File: config.mk
export PLATFORM = sky130hd
export DESIGN_NAME = policy_ready_queue_unit_flat
export DESIGN_NICKNAME = d
export VERILOG_FILES = /design/src/rtl/prq_pkg.sv /design/src/rtl/prq_in_if.sv /design/src/rtl/prq_out_if.sv /design/src/rtl/prq_cell.sv /design/src/rtl/policy_ready_queue_unit.sv /design/src/flat_wrapper.sv
export SDC_FILE = /design/constraint.sdc
export NUM_CORES = 1
export LEC_CHECK = 0
export ABC_AREA = 0
export BUFFER_PORTS_ARGS = -buffer_cell sky130_fd_sc_hd__buf_4
export CORE_MARGIN = 8
export CORE_UTILIZATION = 62
export DETAILED_ROUTE_END_ITERATION = 10
export PLACE_DENSITY = 0.83
export REMOVE_ABC_BUFFERS = 1
export SYNTH_ARGS = -nofsm -noshare
export SYNTH_HDL_FRONTEND = slang
export SYNTH_SLANG_ARGS = --single-unit
File: constraint.sdc
create_clock -name clk -period 5.6 [get_ports clk]
set_input_delay 0 -clock clk [delete_from_list [all_inputs] [get_ports clk]]
set_output_delay 0 -clock clk [all_outputs]
set_load 0.05 [all_outputs]
File: src/rtl/prq_pkg.sv
`timescale 1ns / 1ps

package prq_pkg;

  // Queue geometry
  localparam int QUEUE_DEPTH = 16;
  localparam int HANDLE_W    = 8;
  localparam int PRIO_W      = 8;
  localparam int KEY_W       = 16;
  localparam int POLICY_W    = 2;

  // Service policy codes
  typedef enum logic [POLICY_W-1:0] {
    POLICY_FCFS  = 2'd0,
    POLICY_RR    = 2'd1,
    POLICY_PRIO  = 2'd2,
    POLICY_SJN   = 2'd3
  } policy_t;

  // Request command codes
  typedef enum logic {
    CMD_ADD   = 1'b0,
    CMD_FETCH = 1'b1
  } cmd_t;

  // Contents of one queue cell
  typedef struct packed {
    logic                valid;
    logic [HANDLE_W-1:0] handle;
    logic [KEY_W-1:0]    key;
  } cell_t;

  // Operation broadcast to every cell in a cycle
  typedef struct packed {
    logic                insert;
    logic                fetch;
    logic [HANDLE_W-1:0] handle;
    logic [KEY_W-1:0]    key;
  } cell_op_t;

endpackage

File: src/rtl/prq_in_if.sv
`timescale 1ns / 1ps

interface prq_in_if;
  logic                           valid;
  logic                           ready;
  logic                           command;
  logic [prq_pkg::HANDLE_W-1:0]   process_id;
  logic [prq_pkg::PRIO_W-1:0]     priority_req;
  logic [prq_pkg::KEY_W-1:0]      run_len;

  modport source (output valid, command, process_id, priority_req, run_len,
                  input ready);
  modport sink   (input valid, command, process_id, priority_req, run_len,
                  output ready);
endinterface

File: src/rtl/prq_out_if.sv
`timescale 1ns / 1ps

interface prq_out_if;
  logic                           valid;
  logic                           ready;
  logic                           found;
  logic [prq_pkg::HANDLE_W-1:0]   next_id;
  logic                           overflow;
  logic                           queue_empty;

  modport source (output valid, found, next_id, overflow, queue_empty,
                  input ready);
  modport sink   (input valid, found, next_id, overflow, queue_empty,
                  output ready);
endinterface

File: src/rtl/prq_cell.sv
`timescale 1ns / 1ps

module prq_cell (
  input  logic              clk,
  input  logic              rst_n,
  input  prq_pkg::cell_op_t op,
  input  prq_pkg::cell_t    left,
  input  logic              left_moves,
  input  prq_pkg::cell_t    right,
  output prq_pkg::cell_t    q,
  output logic              moves
);

  prq_pkg::cell_t cell_r;
  prq_pkg::cell_t cell_nxt;

  // A cell yields its place when it is empty or holds a larger key
  assign moves = !(cell_r.valid && (cell_r.key <= op.key));
  assign q     = cell_r;

  // Pick the next content: keep, take the new request, or shift
  always_comb begin
    cell_nxt = cell_r;
    if (op.insert) begin
      if (moves) begin
        if (left_moves) begin
          cell_nxt = left;
        end else begin
          cell_nxt.valid  = 1'b1;
          cell_nxt.handle = op.handle;
          cell_nxt.key    = op.key;
        end
      end
    end else if (op.fetch) begin
      cell_nxt = right;
    end
  end

  // Valid flag clears on reset; payload holds no reset
  always_ff @(posedge clk) begin
    if (!rst_n) begin
      cell_r.valid <= 1'b0;
    end else begin
      cell_r.valid <= cell_nxt.valid;
    end
    cell_r.handle <= cell_nxt.handle;
    cell_r.key    <= cell_nxt.key;
  end

endmodule

File: src/rtl/policy_ready_queue_unit.sv
`timescale 1ns / 1ps

// Channel  Direction  Carries
// in_chan  sink       command, process_id, priority_req, run_len
// out_chan source     found, next_id, overflow, queue_empty
// cfg_*    write      policy (2 bits)
//
// One request per cycle: every cell compares its key with the new key in
// parallel, and the sorted chain shifts in the same cycle; the result lands
// in the output register on the next edge. A stalled result blocks only
// while it is not taken (in_chan.ready = !out valid || out_chan.ready).
// Reset (rst_n low, synchronous) empties the chain and sets policy to FCFS.

module policy_ready_queue_unit (
  input  logic                              clk,
  input  logic                              rst_n,
  prq_in_if.sink                            in_chan,
  prq_out_if.source                         out_chan,
  input  logic                              cfg_we,
  input  logic [prq_pkg::POLICY_W-1:0]      cfg_wdata
);

  localparam int D = prq_pkg::QUEUE_DEPTH;

  prq_pkg::policy_t  policy_r;
  prq_pkg::cell_t    cells   [D];
  logic              moves   [D];
  prq_pkg::cell_op_t op;
  prq_pkg::cell_t    empty_cell;
  logic              accept;
  logic              is_fetch;
  logic              full;
  logic [prq_pkg::KEY_W-1:0] key;

  logic                           out_valid_r, out_valid_nxt;
  logic                           found_r, found_nxt;
  logic [prq_pkg::HANDLE_W-1:0]   next_id_r, next_id_nxt;
  logic                           overflow_r, overflow_nxt;
  logic                           empty_r, empty_nxt;

  // Policy register
  always_ff @(posedge clk) begin
    if (!rst_n) begin
      policy_r <= prq_pkg::POLICY_FCFS;
    end else if (cfg_we) begin
      policy_r <= prq_pkg::policy_t'(cfg_wdata);
    end
  end

  // Build the sort key for the current policy
  always_comb begin
    case (policy_r)
      prq_pkg::POLICY_PRIO: key = {{(prq_pkg::KEY_W-prq_pkg::PRIO_W){1'b0}},
                                   ~in_chan.priority_req};
      prq_pkg::POLICY_SJN:  key = in_chan.run_len;
      default:              key = '0;
    endcase
  end

  assign accept   = in_chan.valid && in_chan.ready;
  assign is_fetch = (in_chan.command == prq_pkg::CMD_FETCH);
  assign full     = cells[D-1].valid;
  assign in_chan.ready = !out_valid_r || out_chan.ready;

  assign empty_cell = '0;

  // Broadcast the operation to the chain
  always_comb begin
    op.insert = accept && !is_fetch && !full;
    op.fetch  = accept && is_fetch;
    op.handle = in_chan.process_id;
    op.key    = key;
  end

  // Chain of sorted cells, head at index zero
  for (genvar i = 0; i < D; i++) begin : g_cell
    prq_pkg::cell_t left_c;
    prq_pkg::cell_t right_c;
    logic           left_m;
    if (i == 0) begin : g_head
      assign left_c = empty_cell;
      assign left_m = 1'b0;
    end else begin : g_mid
      assign left_c = cells[i-1];
      assign left_m = moves[i-1];
    end
    if (i == D-1) begin : g_tail
      assign right_c = empty_cell;
    end else begin : g_body
      assign right_c = cells[i+1];
    end
    prq_cell u_cell (
      .clk        (clk),
      .rst_n      (rst_n),
      .op         (op),
      .left       (left_c),
      .left_moves (left_m),
      .right      (right_c),
      .q          (cells[i]),
      .moves      (moves[i])
    );
  end

  // Form the result of the accepted request
  always_comb begin
    out_valid_nxt = out_valid_r;
    found_nxt     = found_r;
    next_id_nxt   = next_id_r;
    overflow_nxt  = overflow_r;
    empty_nxt     = empty_r;
    if (out_chan.ready) begin
      out_valid_nxt = 1'b0;
    end
    if (accept) begin
      out_valid_nxt = 1'b1;
      if (is_fetch) begin
        found_nxt    = cells[0].valid;
        next_id_nxt  = cells[0].valid ? cells[0].handle : '0;
        overflow_nxt = 1'b0;
        empty_nxt    = !cells[1].valid;
      end else begin
        found_nxt    = 1'b0;
        next_id_nxt  = '0;
        overflow_nxt = full;
        empty_nxt    = 1'b0;
      end
    end
  end

  // Output register
  always_ff @(posedge clk) begin
    if (!rst_n) begin
      out_valid_r <= 1'b0;
    end else begin
      out_valid_r <= out_valid_nxt;
    end
  end

  always_ff @(posedge clk) begin
    found_r    <= found_nxt;
    next_id_r  <= next_id_nxt;
    overflow_r <= overflow_nxt;
    empty_r    <= empty_nxt;
  end

  assign out_chan.valid       = out_valid_r;
  assign out_chan.found       = found_r;
  assign out_chan.next_id     = next_id_r;
  assign out_chan.overflow    = overflow_r;
  assign out_chan.queue_empty = empty_r;

endmodule
File: src/flat_wrapper.sv
// flat-port wrapper written by rule: the top's interface ports become plain ports
module policy_ready_queue_unit_flat 
  (clk, rst_n, cfg_we, cfg_wdata, in_chan_valid, in_chan_command, in_chan_process_id, in_chan_priority_req, in_chan_run_len, in_chan_ready, out_chan_valid, out_chan_found, out_chan_next_id, out_chan_overflow, out_chan_queue_empty, out_chan_ready);
  prq_in_if in_chan_i ();
  prq_out_if out_chan_i ();
  input  logic clk;
  input  logic rst_n;
  input  logic cfg_we;
  input  logic [prq_pkg::POLICY_W-1:0] cfg_wdata;
  input wire logic [$bits(in_chan_i.valid)-1:0] in_chan_valid;
  input wire logic [$bits(in_chan_i.command)-1:0] in_chan_command;
  input wire logic [$bits(in_chan_i.process_id)-1:0] in_chan_process_id;
  input wire logic [$bits(in_chan_i.priority_req)-1:0] in_chan_priority_req;
  input wire logic [$bits(in_chan_i.run_len)-1:0] in_chan_run_len;
  output wire logic [$bits(in_chan_i.ready)-1:0] in_chan_ready;
  output wire logic [$bits(out_chan_i.valid)-1:0] out_chan_valid;
  output wire logic [$bits(out_chan_i.found)-1:0] out_chan_found;
  output wire logic [$bits(out_chan_i.next_id)-1:0] out_chan_next_id;
  output wire logic [$bits(out_chan_i.overflow)-1:0] out_chan_overflow;
  output wire logic [$bits(out_chan_i.queue_empty)-1:0] out_chan_queue_empty;
  input wire logic [$bits(out_chan_i.ready)-1:0] out_chan_ready;
  assign in_chan_i.valid = in_chan_valid;
  assign in_chan_i.command = in_chan_command;
  assign in_chan_i.process_id = in_chan_process_id;
  assign in_chan_i.priority_req = in_chan_priority_req;
  assign in_chan_i.run_len = in_chan_run_len;
  assign in_chan_ready = in_chan_i.ready;
  assign out_chan_valid = out_chan_i.valid;
  assign out_chan_found = out_chan_i.found;
  assign out_chan_next_id = out_chan_i.next_id;
  assign out_chan_overflow = out_chan_i.overflow;
  assign out_chan_queue_empty = out_chan_i.queue_empty;
  assign out_chan_i.ready = out_chan_ready;
  policy_ready_queue_unit u_core (.clk(clk), .rst_n(rst_n), .in_chan(in_chan_i), .out_chan(out_chan_i), .cfg_we(cfg_we), .cfg_wdata(cfg_wdata));
endmodule
==> run_results.csv <==
group,metric,value,unit
run_status,status,"complete, no violations",
grt,grt_max_degree,236,
finish,diodes,0,
logic_synthesis,synth_compound_area_frac,0.296,
clock_tree,cts_buffers,48,
critical_path,worstReg2RegStart,"u_core.policy_r[0]",
sta,setup-violations-final,0,
finish,final-seq-area,12200,um^2
min_path,holdPathStages,4,
logic_synthesis,yosys.area_share.simple,0.155,
power_and_ir_drop,power_leakage,11.3,nW
logic_synthesis,synthAdderAreaFrac,0.0949,
sta,hold_viol,0,
finish,finish.utilization,0.674,
power_and_ir_drop,intPower,0.00651,W
place,io_buffers,52,
critical_path,crit_fanout,49,
detailed_routing,via_count,31993,
detailed_routing,routed_wl,114,mm
finish,syn_to_final_growth,7.12,%
logic_synthesis,ys.flop_type,"edfxtp_1",
power_and_ir_drop,p_seq_frac,0.438,
clock_tree,clk_path_buf_depth,3,
detailed_routing,wl_per_cell,28.7,um
grt,grt_pass1_vias,29654,
sta,setup_ws,849,ps
clock_tree,ctsRootBufferMaster,"clkbuf_16",
critical_path,cp.required,5880,ps
place,post-place-ws,981,ps
sta,rsz0062_at_grt,"false",
logic_synthesis,synth_xor_area_frac,0,
logic_synthesis,synthArstFlopShare,0,
floorplanning,io_pins,53,
clock_tree,clk_latency,620,ps
floorplanning,initial_core_util,0.629,
clock_tree,htreeDepth,2,
critical_path,reg2reg_depth,12,
place,place_congestion,0.957,
logic_synthesis,synthMuxAreaShare,0.00158,
logic_synthesis,yosys.area.top_type_share,0.375,
power_and_ir_drop,switching_share,0.340,
grt,grt_pass1_wl,173,mm
logic_synthesis,ys_seq_area_frac,0.387,
critical_path,crit_arrival,5030,ps
finish,layout-drive-gt1-share,0.0879,
logic_synthesis,yosys_warnings,0,
critical_path,start_kind,"register",
logic_synthesis,syn-cell-area,31600,um^2
floorplanning,fp.dieH,242,um
logic_synthesis,synth_top_area_cell,"edfxtp_1",
logic_synthesis,netlist_instances,3459,
power_and_ir_drop,comb_power_share,0.234,
critical_path,r2r-end,"u_core.g_cell[4].u_cell.q[7]",
place,dpl.hpwl,74.0,mm
detailed_routing,firstDrtPassIters,6,
clock_tree,cts.sinks,414,
logic_synthesis,synth_cell_type_count,60,
critical_path,cp-startpoint,"u_core.policy_r[0]",
floorplanning,die-area,58500,um^2
finish,finalNetCount,3550,
sta,min_period,4750,ps
detailed_routing,avgViaCountPerCell,8.04,
logic_synthesis,synth_edf_count,395,
sta,max_freq,0.211,GHz
power_and_ir_drop,power_density,291,nW/um^2
floorplanning,fp.dieW,242,um
logic_synthesis,avgSynthCellArea,9.14,um^2
detailed_routing,antenna_violating_nets_post_route,0,
grt,antenna_found_initial,2,
grt,overflow,0,
floorplanning,std_cell_rows,82,
critical_path,r2r_slack,850,ps
power_and_ir_drop,pwr-share-clk,0.328,
critical_path,critical_path.endpoint,"u_core.g_cell[4].u_cell.q[7]",
power_and_ir_drop,vdd_ir_drop_max,0.244,mV
sta,clock_skew,26.9,ps
clock_tree,clkTransAtPathRegs,60,ps
logic_synthesis,ys_seq_elements,414,
grt,grt_usage,0.367,
floorplanning,coreArea,50300,um^2
sta,slew_headroom,0.161,
power_and_ir_drop,switchingPower,0.00336,W
sta,worstMarginPinSlew,1260,ps
detailed_routing,drtIter0Drc,5376,
run,cap_violations,0,
sta,report.final.slew_viol_count,0,
clock_tree,cts_tree,"done",
finish,multi_input_area,17500,um^2
finish,fill_cells,3897,
critical_path,crit_type,"reg2reg",
sta,fin_crit_sh,0.848,
logic_synthesis,synthTopCellsByArea,"edfxtp_1 (38%), a311oi_1 (17%), ha_1 (9.5%)",
critical_path,cp-end-kind,"register",
detailed_routing,post-route-drc-count,0,
min_path,hp-class,"in2reg",
logic_synthesis,synth_top_family_by_area,"compound AO/OA/AOI/OAI gates",
## what timing repair did
action | in CTS | in global routing
gates resized for setup | 0 | 0
buffers inserted | 0 | 0
hold endpoints to repair | 31 | 0
hold buffers | 17 | 0
## worst max-delay path: stages, from the launching register on
cell and delay [ps]:
dfxtp_1 620, and2_1 470, nand2_2 500, buf_4 410, ha_1 350, nand4_1 130
or4_1 550, a21oi_1 220, nor3_2 60, buf_4 280, o211ai_1 280, and2_1 170
buf_4 330
## cells in the mapped netlist (24+ instances only)
cell / number
o311a_1: 24
nand4_1: 57
ha_1: 240
buf_6: 31
nor3_1: 323
a311oi_1: 602
inv_1: 36
o211ai_1: 24
buf_2: 51
a21oi_1: 464
o21ai_0: 82
nand2_1: 119
clkbuf_1: 323
nor2_1: 354
o31ai_1: 24
nand3_1: 65
edfxtp_1: 395
## sequential cells by signal (all words and copies together) (netlist names)
| name | count |
|---|---|
| u_core.g_cell.u_cell.q | 400 |
| u_core.out_chan.next_id | 8 |
| u_core.policy_r | 2 |
| u_core.out_chan.found | 1 |
| u_core.out_chan.overflow | 1 |
| u_core.out_chan.queue_empty | 1 |
| u_core.out_chan.valid | 1 |
## worst min path at each step
stage	from	end	slack, ps
after floorplan	rst_n	u_core.g_cell[15].u_cell.q[24]	110
after global placement	cfg_wdata[0]	u_core.policy_r[0]	250
after detailed placement	cfg_wdata[0]	u_core.policy_r[0]	270
after CTS	in_chan_run_len[12]	u_core.g_cell[0].u_cell.q[12]	70
after global routing	in_chan_run_len[12]	u_core.g_cell[0].u_cell.q[12]	90
final	in_chan_run_len[12]	u_core.g_cell[0].u_cell.q[12]	80
## stage by stage
step           instances   TNS, ps  hold WS (ps)  power (W)  cell area (um^2)
2_1_floorplan       3032  -3768540           114    0.00575             29700
5_1_grt             3981         0          93.2     0.0102             33900
4_1_cts             3980         0          72.4    0.00974             33900
3_5_place_dp        3874         0           270    0.00655             32100
3_3_place_gp        3874         0           252    0.00641             32100
6_report            3981         0          83.8    0.00987             33900
## per-layer routing
layer,global-route usage,part of all wire,vias up
li1,-,-,13638
met1,0.456,0.35,15081
met2,0.577,0.45,2682
met3,0.0904,0.13,588
met4,0.214,0.071,4
met5,0,0.00023,-
## cells in the final DEF, fill, tap and decap left out, drive strengths merged, types with 7 or more instances in the layout
cell | Yosys | final
a21boi | 17 | 17
a21o | 12 | 12
a21oi | 464 | 464
a221o | 7 | 7
a221oi | 11 | 11
a311o | 10 | 10
a311oi | 602 | 602
and2 | 22 | 22
and3 | 13 | 13
and4 | 12 | 12
buf | 102 | 171
clkbuf | 325 | 70
clkinv | 3 | 18
dfxtp | 19 | 19
dlygate4sd3 | 0 | 17
edfxtp | 395 | 395
ha | 240 | 240
inv | 36 | 36
nand2 | 119 | 119
nand2b | 9 | 9
nand3 | 65 | 65
nand4 | 57 | 57
nor2 | 357 | 357
nor2b | 16 | 16
nor3 | 326 | 326
nor4 | 9 | 9
nor4b | 8 | 8
o211ai | 24 | 24
o21ai | 88 | 88
o311a | 24 | 24
o31ai | 24 | 24
## kinds of logic after synthesis
group | after synthesis
adder cells (fa/ha/maj) | 240
AND/OR/NAND/NOR | 1020
AO/OA/AOI/OAI | 1314
flip-flops | 414
multiplexers | 5
buffers and inverters | 466
## cell type report
class | count | area share
timing repair buffer | 188 | 0.0459
inverter | 39 | 0.00432
tap | 672 | 0.0248
clock inverter | 19 | 0.00535
sequential | 414 | 0.361
multi-input combinational | 2579 | 0.517
clock buffer | 70 | 0.0409
## power by group through the flow
stage	sequential, W	combinational, W	clock [W]
global route	0.00433	0.00251	0.00334
CTS	0.00429	0.00223	0.00323
floorplan	0.00419	0.00156	0
detailed placement	0.00435	0.00220	0
global placement	0.00434	0.00207	0
finish	0.00433	0.00231	0.00324
(Power assumes the default switching activity.)
